<file path="config.mk">
export PLATFORM = sky130hd
export DESIGN_NAME = icmp_probe_reply_matcher
export DESIGN_NICKNAME = d
export VERILOG_FILES = /design/src/hdl/icmp_prm_pkg.sv /design/src/hdl/icmp_prm_parser.sv /design/src/hdl/icmp_prm_out.sv /design/src/hdl/icmp_probe_reply_matcher.sv
export SDC_FILE = /design/constraint.sdc
export NUM_CORES = 1
export LEC_CHECK = 0
export BUFFER_PORTS_ARGS = -buffer_cell sky130_fd_sc_hd__buf_2
export CAP_MARGIN = 10
export CELL_PAD_IN_SITES_DETAIL_PLACEMENT = 1
export CELL_PAD_IN_SITES_GLOBAL_PLACEMENT = 2
export CORE_ASPECT_RATIO = 1.4
export CORE_MARGIN = 5
export CORE_UTILIZATION = 30
export DETAILED_ROUTE_END_ITERATION = 12
export HOLD_SLACK_MARGIN = 0.15
export PLACE_DENSITY_LB_ADDON = 0.1
export SLEW_MARGIN = 20
export SYNTH_ARGS = -nofsm -noshare
export SYNTH_HDL_FRONTEND = slang
export SYNTH_SLANG_ARGS = --single-unit
</file>
<file path="constraint.sdc">
create_clock -name aclk -period 22.8 [get_ports aclk]
set_input_delay 2.28 -clock aclk [delete_from_list [all_inputs] [get_ports aclk]]
set_output_delay 2.28 -clock aclk [all_outputs]
set_load 0.05 [all_outputs]
</file>
<file path="src/hdl/icmp_prm_pkg.sv">
package icmp_prm_pkg;

    localparam int MAX_PACKET_BYTES = 1024;
    localparam int POS_W            = 11;
    localparam int HDR_W            = 6;
    localparam int TDATA_IN_W       = 8;
    localparam int TDATA_OUT_W      = 40;
    localparam int TUSER_OUT_W      = 2;

    localparam logic [POS_W-1:0] MAX_POS      = POS_W'(MAX_PACKET_BYTES);
    localparam logic [POS_W-1:0] ICMP_HDR_LEN = POS_W'(8);

    localparam logic [7:0] TYPE_ECHO_REPLY    = 8'd0;
    localparam logic [7:0] TYPE_TIME_EXCEEDED = 8'd11;

    localparam logic [1:0] ST_MATCH     = 2'd0;
    localparam logic [1:0] ST_SHORT     = 2'd1;
    localparam logic [1:0] ST_OTHER     = 2'd2;
    localparam logic [1:0] ST_MISMATCH  = 2'd3;

    localparam logic [1:0] CFG_IDENT    = 2'd0;
    localparam logic [1:0] CFG_SEQUENCE = 2'd1;
    localparam logic [1:0] CFG_TARGET   = 2'd2;

    typedef struct packed {
        logic [15:0] expected_ident;
        logic [15:0] expected_sequence;
        logic [31:0] target_address;
    } cfg_t;

    typedef struct packed {
        logic [1:0]  status;
        logic        reply_kind;
        logic [31:0] responder_ip;
        logic        reached_target;
    } result_t;

endpackage

</file>
<file path="src/hdl/icmp_prm_parser.sv">
module icmp_prm_parser (
    input  logic                  aclk,
    input  logic                  aresetn,
    input  logic                  step,
    input  logic [7:0]            rx_byte,
    input  logic                  end_of_packet,
    input  icmp_prm_pkg::cfg_t    cfg,
    output icmp_prm_pkg::result_t result
);
    import icmp_prm_pkg::*;

    logic [POS_W-1:0] pos_reg, pos_next;
    logic [HDR_W-1:0] ohb_reg, ohb_next;
    logic [HDR_W-1:0] ihb_reg, ihb_next;
    logic [7:0]       type_reg, type_next;
    logic [31:0]      src_reg, src_next;
    logic [15:0]      ident_reg, ident_next;
    logic [15:0]      seq_reg, seq_next;

    logic [POS_W-1:0] len;
    logic [POS_W-1:0] base;
    logic [POS_W-1:0] hlim;
    logic             capture;
    logic             too_short;
    logic [1:0]       status;

    always_comb begin
        pos_next   = pos_reg;
        ohb_next   = ohb_reg;
        ihb_next   = ihb_reg;
        type_next  = type_reg;
        src_next   = src_reg;
        ident_next = ident_reg;
        seq_next   = seq_reg;
        base       = '0;
        capture    = 1'b0;
        len        = MAX_POS;

        if (pos_reg < MAX_POS) begin
            if (pos_reg == '0) begin
                ohb_next = {rx_byte[3:0], 2'b00};
            end
            if (pos_reg >= POS_W'(12) && pos_reg <= POS_W'(15)) begin
                case (pos_reg[1:0])
                    2'd0:    src_next[31:24] = rx_byte;
                    2'd1:    src_next[23:16] = rx_byte;
                    2'd2:    src_next[15:8]  = rx_byte;
                    default: src_next[7:0]   = rx_byte;
                endcase
            end
            if (pos_reg == POS_W'(ohb_next)) begin
                type_next = rx_byte;
            end
            if (type_next == TYPE_ECHO_REPLY) begin
                base    = POS_W'(ohb_next);
                capture = 1'b1;
            end else if (type_next == TYPE_TIME_EXCEEDED) begin
                // quoted inner header follows the 8 byte icmp header
                if (pos_reg == POS_W'(ohb_next) + ICMP_HDR_LEN) begin
                    ihb_next = {rx_byte[3:0], 2'b00};
                end
                base    = POS_W'(ohb_next) + ICMP_HDR_LEN + POS_W'(ihb_next);
                capture = 1'b1;
            end
            if (capture) begin
                if (pos_reg == base + POS_W'(4)) ident_next[15:8] = rx_byte;
                if (pos_reg == base + POS_W'(5)) ident_next[7:0]  = rx_byte;
                if (pos_reg == base + POS_W'(6)) seq_next[15:8]   = rx_byte;
                if (pos_reg == base + POS_W'(7)) seq_next[7:0]    = rx_byte;
            end
            pos_next = pos_reg + POS_W'(1);
            len      = pos_reg + POS_W'(1);
        end

        hlim      = POS_W'(ohb_next) + ICMP_HDR_LEN;
        too_short = len < hlim;
        if (too_short) begin
            status = ST_SHORT;
        end else if (type_next == TYPE_ECHO_REPLY) begin
            status = ST_MATCH;
        end else if (type_next == TYPE_TIME_EXCEEDED) begin
            if (len < hlim + POS_W'(1) ||
                len < hlim + POS_W'(ihb_next) + ICMP_HDR_LEN) begin
                status = ST_SHORT;
            end else begin
                status = ST_MATCH;
            end
        end else begin
            status = ST_OTHER;
        end
        if (status == ST_MATCH &&
            (ident_next != cfg.expected_ident || seq_next != cfg.expected_sequence)) begin
            status = ST_MISMATCH;
        end

        result.status         = status;
        result.reply_kind     = (type_next == TYPE_TIME_EXCEEDED);
        result.responder_ip   = src_next;
        result.reached_target = (status == ST_MATCH) && (src_next == cfg.target_address);
    end

    always_ff @(posedge aclk) begin
        if (!aresetn || (step && end_of_packet)) begin
            pos_reg   <= '0;
            ohb_reg   <= '0;
            ihb_reg   <= '0;
            type_reg  <= '0;
            src_reg   <= '0;
            ident_reg <= '0;
            seq_reg   <= '0;
        end else if (step) begin
            pos_reg   <= pos_next;
            ohb_reg   <= ohb_next;
            ihb_reg   <= ihb_next;
            type_reg  <= type_next;
            src_reg   <= src_next;
            ident_reg <= ident_next;
            seq_reg   <= seq_next;
        end
    end

endmodule

</file>
<file path="src/hdl/icmp_prm_out.sv">
module icmp_prm_out (
    input  logic                                  aclk,
    input  logic                                  aresetn,
    input  logic                                  load,
    input  icmp_prm_pkg::result_t                 result,
    output logic                                  slot_free,
    output logic                                  m_tvalid,
    input  logic                                  m_tready,
    output logic [icmp_prm_pkg::TDATA_OUT_W-1:0]  m_tdata,
    output logic [icmp_prm_pkg::TUSER_OUT_W-1:0]  m_tuser
);
    import icmp_prm_pkg::*;

    logic    valid_reg;
    result_t data_reg;

    assign slot_free = !valid_reg || m_tready;
    assign m_tvalid  = valid_reg;
    assign m_tdata   = {6'b0, data_reg.responder_ip, data_reg.status};
    assign m_tuser   = {data_reg.reached_target, data_reg.reply_kind};

    always_ff @(posedge aclk) begin
        if (!aresetn) begin
            valid_reg <= 1'b0;
        end else if (load) begin
            valid_reg <= 1'b1;
        end else if (m_tready) begin
            valid_reg <= 1'b0;
        end
    end

    always_ff @(posedge aclk) begin
        if (load) begin
            data_reg <= result;
        end
    end

endmodule

</file>
<file path="src/hdl/icmp_probe_reply_matcher.sv">
// channel   dir  handshake        tdata                                  tuser / tlast
// s_        in   s_tvalid/tready  [7:0] rx_byte                          tlast end_of_packet
// m_        out  m_tvalid/tready  [1:0] status, [33:2] responder_ip      [0] reply_kind,
//                                 [39:34] zero                           [1] reached_target
// cfg_      in   cfg_wr_en        cfg_addr selects register, cfg_wr_data
//
// one byte per cycle but for stalls: input register, offset compares, result register
// the result register loads as the last byte steps out of the input register
// bytes that end no packet pass the input register without waiting on m_tready
// a last byte stalls in the input register only while the result register is held,
// and s_tready stays low until it moves on
// aresetn is synchronous and clears packet state and configuration
module icmp_probe_reply_matcher (
    input  logic                                  aclk,
    input  logic                                  aresetn,
    input  logic                                  s_tvalid,
    output logic                                  s_tready,
    input  logic [icmp_prm_pkg::TDATA_IN_W-1:0]   s_tdata,    // [7:0] rx_byte
    input  logic                                  s_tlast,
    output logic                                  m_tvalid,
    input  logic                                  m_tready,
    output logic [icmp_prm_pkg::TDATA_OUT_W-1:0]  m_tdata,    // status, responder_ip
    output logic [icmp_prm_pkg::TUSER_OUT_W-1:0]  m_tuser,    // reply_kind, reached_target
    input  logic                                  cfg_wr_en,
    input  logic [1:0]                            cfg_addr,
    input  logic [31:0]                           cfg_wr_data
);
    import icmp_prm_pkg::*;

    cfg_t      cfg_reg;
    logic      in_valid_reg;
    logic [7:0] in_byte_reg;
    logic      in_last_reg;
    logic      step;
    logic      slot_free;
    result_t   result;

    // a byte that ends no packet never needs the result slot
    assign step     = in_valid_reg && (!in_last_reg || slot_free);
    assign s_tready = !in_valid_reg || step;

    always_ff @(posedge aclk) begin
        if (!aresetn) begin
            cfg_reg <= '0;
        end else if (cfg_wr_en) begin
            unique case (cfg_addr)
                CFG_IDENT:    cfg_reg.expected_ident    <= cfg_wr_data[15:0];
                CFG_SEQUENCE: cfg_reg.expected_sequence <= cfg_wr_data[15:0];
                CFG_TARGET:   cfg_reg.target_address    <= cfg_wr_data;
                default: ;
            endcase
        end
    end

    always_ff @(posedge aclk) begin
        if (!aresetn) begin
            in_valid_reg <= 1'b0;
        end else if (s_tready) begin
            in_valid_reg <= s_tvalid;
        end
    end

    always_ff @(posedge aclk) begin
        if (s_tvalid && s_tready) begin
            in_byte_reg <= s_tdata[7:0];
            in_last_reg <= s_tlast;
        end
    end

    icmp_prm_parser u_parser (
        .aclk          (aclk),
        .aresetn       (aresetn),
        .step          (step),
        .rx_byte       (in_byte_reg),
        .end_of_packet (in_last_reg),
        .cfg           (cfg_reg),
        .result        (result)
    );

    icmp_prm_out u_out (
        .aclk      (aclk),
        .aresetn   (aresetn),
        .load      (step && in_last_reg),
        .result    (result),
        .slot_free (slot_free),
        .m_tvalid  (m_tvalid),
        .m_tready  (m_tready),
        .m_tdata   (m_tdata),
        .m_tuser   (m_tuser)
    );

endmodule

</file>
=== Word level (Yosys, flattened, before mapping) ===
Cells that the tools add are included.

* Add/sub/neg operators: 11
* $lt $le $gt $ge: 6
* Equality and inequality tests: 15
* Mux-type cells: 41
* Reductions and logical operators: 29

{| class="wikitable"
|+ Operators with widths
! cell !! count
|-
| 8-bit 2-to-1 mux || 11
|-
| 16-bit 2-to-1 mux || 4
|-
| 32-bit 2-to-1 mux || 2
|-
| 6-bit 2-to-1 mux || 10
|-
| 11-bit equality test || 5
|-
| 11-bit by 3-bit adder with 11-bit output, second input constant || 4
|-
| 11-bit 2-to-1 mux || 4
|-
| 11-bit less-than comparator || 3
|-
| 32-bit equality test || 1
|-
| 16-bit inequality test || 2
|-
| 11-bit by 1-bit adder with 11-bit output, second input constant || 2
|-
| 11-bit by 6-bit adder with 11-bit output || 2
|-
| 8-bit by 4-bit equality test with 1-bit output, second input constant || 2
|-
| 8-bit zero test || 2
|-
| 6-bit by 4-bit adder with 7-bit output, second input constant || 2
|-
| 11-bit by 4-bit adder with 11-bit output, second input constant || 1
|-
| 11-bit by 6-bit equality test with 1-bit output || 1
|-
| 11-bit by 4-bit greater-or-equal comparator with 1-bit output, second input constant || 1
|-
| 11-bit by 4-bit <= comparator with 1-bit output, second input constant || 1
|-
| 11-bit zero test || 1
|-
| 11-bit less-than comparator, second input constant || 1
|-
| 2-bit zero test || 4
|-
| 2-bit 2-to-1 mux || 4
|-
| 2-bit AND reduction || 4
|-
| 8 further kinds || 28
|}

* Register bits: 206
* Input bits: 48
* Output and inout port bits: 44
* Word-level logic and storage cells: 120

=== Longest topological paths before layout ===
* Depth in word-level cells: 26
* Depth in mapped cells: 35
* Depth with buffers taken out: 33

=== Modules after synthesis ===
From an unflattened synthesis, not the netlist that was laid out.

* Cells, all modules: 1508
* Area, all modules: 12842.3 µm²

{| class="wikitable"
|+ Modules (own cells, without submodules)
! module !! instances !! cells each !! area an instance (µm²) !! seq. area each (µm²)
|-
| icmp_prm_parser || 1 || 1198 || 8912.3 || 1901.8
|-
| icmp_probe_reply_matcher || 1 || 263 || 2751.4 || 1571.5
|-
| icmp_prm_out || 1 || 47 || 1178.6 || 1101.1
|}

=== Worst setup path after synthesis ===
Ideal clock, no wire load.

* Path type: register to register
* Start point: reg u_parser.pos_reg[1]
* End point: reg u_out.data_reg (netlist bit u_out.m_tdata[1]) (data pin)
* Setup time: 0.277 ns
* Arrival: 7.888 ns
* Data required time: 22.523 ns
* Path slack: 14.635 ns
* Cell stages (with the launch flop): 27
* Buffers on the path: 2
* Clock period less this slack: 8.165 ns
* Cells stage by stage: dfxtp_1 clkbuf_1 inv_1 ha_1 or3b_2 nor3_2 mux2i_1 xor2_1 xnor2_1 nor4_1 mux2_2 ha_1 and2_1 a2111o_1 a221oi_1 a22oi_1 a211oi_1 o21ai_0 and2_1 buf_2 o211a_1 a2111o_1 or2_1 a221oi_1 nand4_1 nor4_1 a31oi_1

{| class="wikitable"
|+ RTL lines
! item !! RTL line !! RTL
|-
| from (decl) || icmp_prm_parser.sv:12 || <nowiki>logic [POS_W-1:0] pos_reg, pos_next;</nowiki>
|-
| from (signal assigned) || icmp_prm_parser.sv:112 || <nowiki>pos_reg <= pos_next;</nowiki>
|-
| to (signal assigned) || icmp_prm_out.sv:34 || <nowiki>data_reg <= result;</nowiki>
|-
| to (decl) || icmp_prm_out.sv:15 || <nowiki>result_t data_reg;</nowiki>
|}

==> flow_metrics.py <==
metrics = {
    "status": {
        "status": "complete, no violations",
    },
    "layout": {
        "regArea_um2": 4570,
        "final_core_util": 0.343,
        "area_growth_pct": 13.3,
        "final_nets": 1694,
        "largest_reg_flops": 64,
        "fillCellCount": 5066,
        "multi_input_area_um2": 7470,
        "layout-drive-gt1-share": 0.118,
        "diodes": 0,
        "final_cells": 2153,
    },
    "yosys": {
        "synth_cells": 1535,
        "avgSynthCellArea_um2": 8.29,
        "ys_types": 90,
        "synth_edf_count": 45,
        "synth-main-ff-cell": "dfxtp_1",
        "synth_seq_cells": 206,
        "synth_area_um2": 12700,
        "synth-async-reset-ratio": 0,
        "seq_area_frac_synth": 0.359,
        "ys_warn_count": 0,
    },
    "clock_tree": {
        "clkLatencyLatePin_ns": 0.54,
        "post_cts_resize_count": 0,
        "clockBufferDepth": 3,
        "cts_setup_buffers": 0,
        "postCtsHoldBufs": 0,
        "htree_num_levels": 1,
        "clk_pin_slew_ns": 0.06,
        "cts_tree": "built",
        "numCtsBuffers": 24,
        "cts_root_buffer": "clkbuf_16",
        "cts_sinks": 206,
    },
    "worst_setup_path": {
        "worstPathArrival_ns": 10.06,
        "reg2reg_slack_ns": 12.98,
        "reg2regPathDepth": 27,
        "critPathLaunchType": "flip-flop",
        "crit_fanout": 14,
        "criticalPathCategory": "flip-flop to flip-flop",
        "cpLargestDelayFamily": "compound AO/OA/AOI/OAI gates",
        "worstPathRequired_ns": 23.04,
        "timing.rr.end": "u_out.m_tdata[1]",
        "slowest_stage": "a2111oi_4",
        "cp.depth": 27,
        "cp-endpoint": "u_out.m_tdata[1]",
        "cp_slowest_stage_delay_ns": 0.79,
        "worst_setup_path_end_kind": "flip-flop",
        "crit_start": "u_parser.pos_reg[0]",
        "crit_buf_inv": 3,
        "r2r_start": "u_parser.pos_reg[0]",
    },
    "global_route": {
        "grt_pass1_vias": 11837,
        "antenna_found_initial": 0,
        "grt_max_degree": 74,
        "overflow": 0,
        "grt_pass1_wl_mm": 72.8,
        "grt_use_total": 0.204,
    },
    "sta": {
        "tightest_slew_ns": 0.999,
        "rsz0062_at_grt": "no",
        "clock.fmax_mhz": 102,
        "slew-limit-headroom": 0.334,
        "period_needed_ns": 9.82,
        "skew_ns": 0.0264,
        "setup_ws_ns": 12.98,
        "setup_viol": 0,
        "hold_viol": 0,
        "setup_tns_ns": 0,
        "post-route-period-util": 0.431,
        "maxSlewViolCount": 0,
    },
    "die": {
        "start_util": 0.302,
        "chipWidth_um": 184,
        "coreArea_um2": 42100,
        "die_area_um2": 46700,
        "fp.dieH_um": 254,
        "rows": 89,
        "ios": 92,
    },
    "power_and_ir_drop": {
        "internal_power_uw": 663,
        "power_density_nw_per_um2": 66.5,
        "cellLeakagePower_nw": 5.63,
        "clkPwrFrac": 0.394,
        "ir_worst_vdd_v": 0.0000427,
        "switching_share": 0.309,
        "power_switching_uw": 297,
        "seq_power_share": 0.411,
        "p_total_uw": 960,
        "p_comb_frac": 0.194,
    },
    "run": {
        "cap_violations": 0,
    },
    "worst_hold_path": {
        "worst_hold_path_type": "flip-flop to flip-flop",
    },
    "route": {
        "drt_wl_total_mm": 48.5,
        "drtAntennaViolNets": 0,
        "dr.pass1.iters": 5,
        "via_per_inst": 5.25,
        "wl_per_cell_um": 22.5,
        "drcViolationCount": 0,
        "drt_iter0_markers": 442,
        "vias": 11301,
    },
    "placed_design": {
        "hpwl_mm": 36.4,
        "dp.cells": 2109,
        "io_buffers": 85,
        "dpl_worst_slack_ns": 13.21,
        "place.gp.congestion": 0.887,
    },
}
==> synthesized netlist by cell type, types with 8 or more instances <==
cell / number / area, um2
a211oi_1: 45 / 338
a21boi_0: 67 / 503
a21o_1: 9 / 67.6
a21oi_1: 105 / 526
and2_1: 14 / 87.6
and3_1: 11 / 68.8
buf_2: 8 / 40.0
buf_4: 9 / 67.6
clkbuf_1: 63 / 236
dfxtp_1: 161 / 3220
edfxtp_1: 45 / 1350
ha_1: 55 / 688
inv_1: 86 / 323
mux2_2: 12 / 135
mux2i_1: 29 / 290
nand2_1: 202 / 758
nand2b_1: 19 / 119
nand3_1: 26 / 130
nand4_1: 15 / 93.8
nor2_1: 166 / 623
nor2b_1: 20 / 125
nor3_1: 37 / 185
nor4_1: 17 / 106
o2111ai_1: 10 / 87.6
o21a_1: 13 / 97.6
o21ai_0: 32 / 160
or3_1: 9 / 56.3
xnor2_1: 85 / 744
xor2_1: 26 / 228
==> tightest hold or removal path, cell delays in order, from the launching register on <==
cell and delay, ns:
dfxtp_1 0.31, nand2_1 0.05, a21oi_1 0.05
==> per-layer routing <==
metal	global-route usage	routed length, um	vias to the layer above
li1	-	-	5449
met1	0.238	19900	5537
met2	0.380	25400	224
met3	0.0243	1480	91
met4	0.0712	1790	0
met5	0	0	-
==> stage by stage <==
step / cell area [um2] / hold slack (ns)
final: 14400 / 0.458
after global routing: 14400 / 0.477
after CTS: 14400 / 0.463
after detailed placement: 13700 / 0.454
after global placement: 13700 / 0.442
after floorplan: 12800 / 0.432
==> cells by family after synthesis <==
logic type	synth area share
AOI/OAI and AO/OA	0.196
xor gates and xnor gates	0.0824
adders and majority gates	0.0572
buffers and inverters	0.0568
DFF	0.359
muxes	0.0334
other	0.000295
and+or+nand+nor	0.214
==> cell usage in the layout, fill, tap and decap left out, types with 5 or more instances in the layout <==
cell       Yosys  layout
ha_1          55      55
o22ai_1        7       7
or3_1          9       9
nor2b_1       20      20
inv_1         86      86
nand4_1       15      15
o21ai_0       32      32
o21a_1        13      13
clkbuf_1      63       6
nor4_1        17      17
xnor2_1       85      85
edfxtp_1      45      45
xor2_1        26      26
buf_4          9      25
a22oi_1        5       5
buf_2          8      85
clkinv_1       4       8
dfxtp_1      161     161
a21o_1         9       9
a21oi_1      105     105
nor3_1        37      37
mux2i_1       29      29
and3_1        11      10
and2_1        14      13
o2111ai_1     10      10
nand2b_1      19      18
a21boi_0      67      67
a31oi_1        5       5
clkbuf_16      0      24
o21ai_1        7       7
nand2_1      202     202
conb_1         1       6
a211oi_1      45      45
nor3b_1        5       5
mux2_2        12      12
nand3_1       26      26
nor2_1       166     165
==> final cells by class <==
type                            instances  area share
Clock inverter                         11     0.00633
Clock buffer                           33      0.0460
Multi-Input combinational cell       1157       0.517
Tap cell                              546      0.0473
Sequential cell                       206       0.317
Timing Repair Buffer                  110      0.0425
Inverter                               90      0.0234
==> worst min-delay path by stage <==
| stage | from | to | depth (start not counted) |
|---|---|---|---|
| floorplan | u_parser.seq_reg[14] | u_parser.seq_reg[14] | 2 |
| global route | u_parser.type_reg[4] | u_parser.type_reg[4] | 2 |
| detailed placement | u_parser.seq_reg[14] | u_parser.seq_reg[14] | 2 |
| global placement | u_parser.seq_reg[14] | u_parser.seq_reg[14] | 2 |
| CTS | u_parser.seq_reg[14] | u_parser.seq_reg[14] | 2 |
| finish | u_parser.type_reg[4] | u_parser.type_reg[4] | 2 |
==> power groups by stage <==
stage          Combinational [mW]  Clock [mW]  Sequential (mW)
6_report                    0.187       0.378            0.395
5_1_grt                     0.203       0.408            0.396
4_1_cts                     0.188       0.392            0.395
3_5_place_dp                0.187           0            0.403
3_3_place_gp                0.186           0            0.402
2_1_floorplan               0.122           0            0.406
No activity file was read; power rests on OpenSTA's default activity.
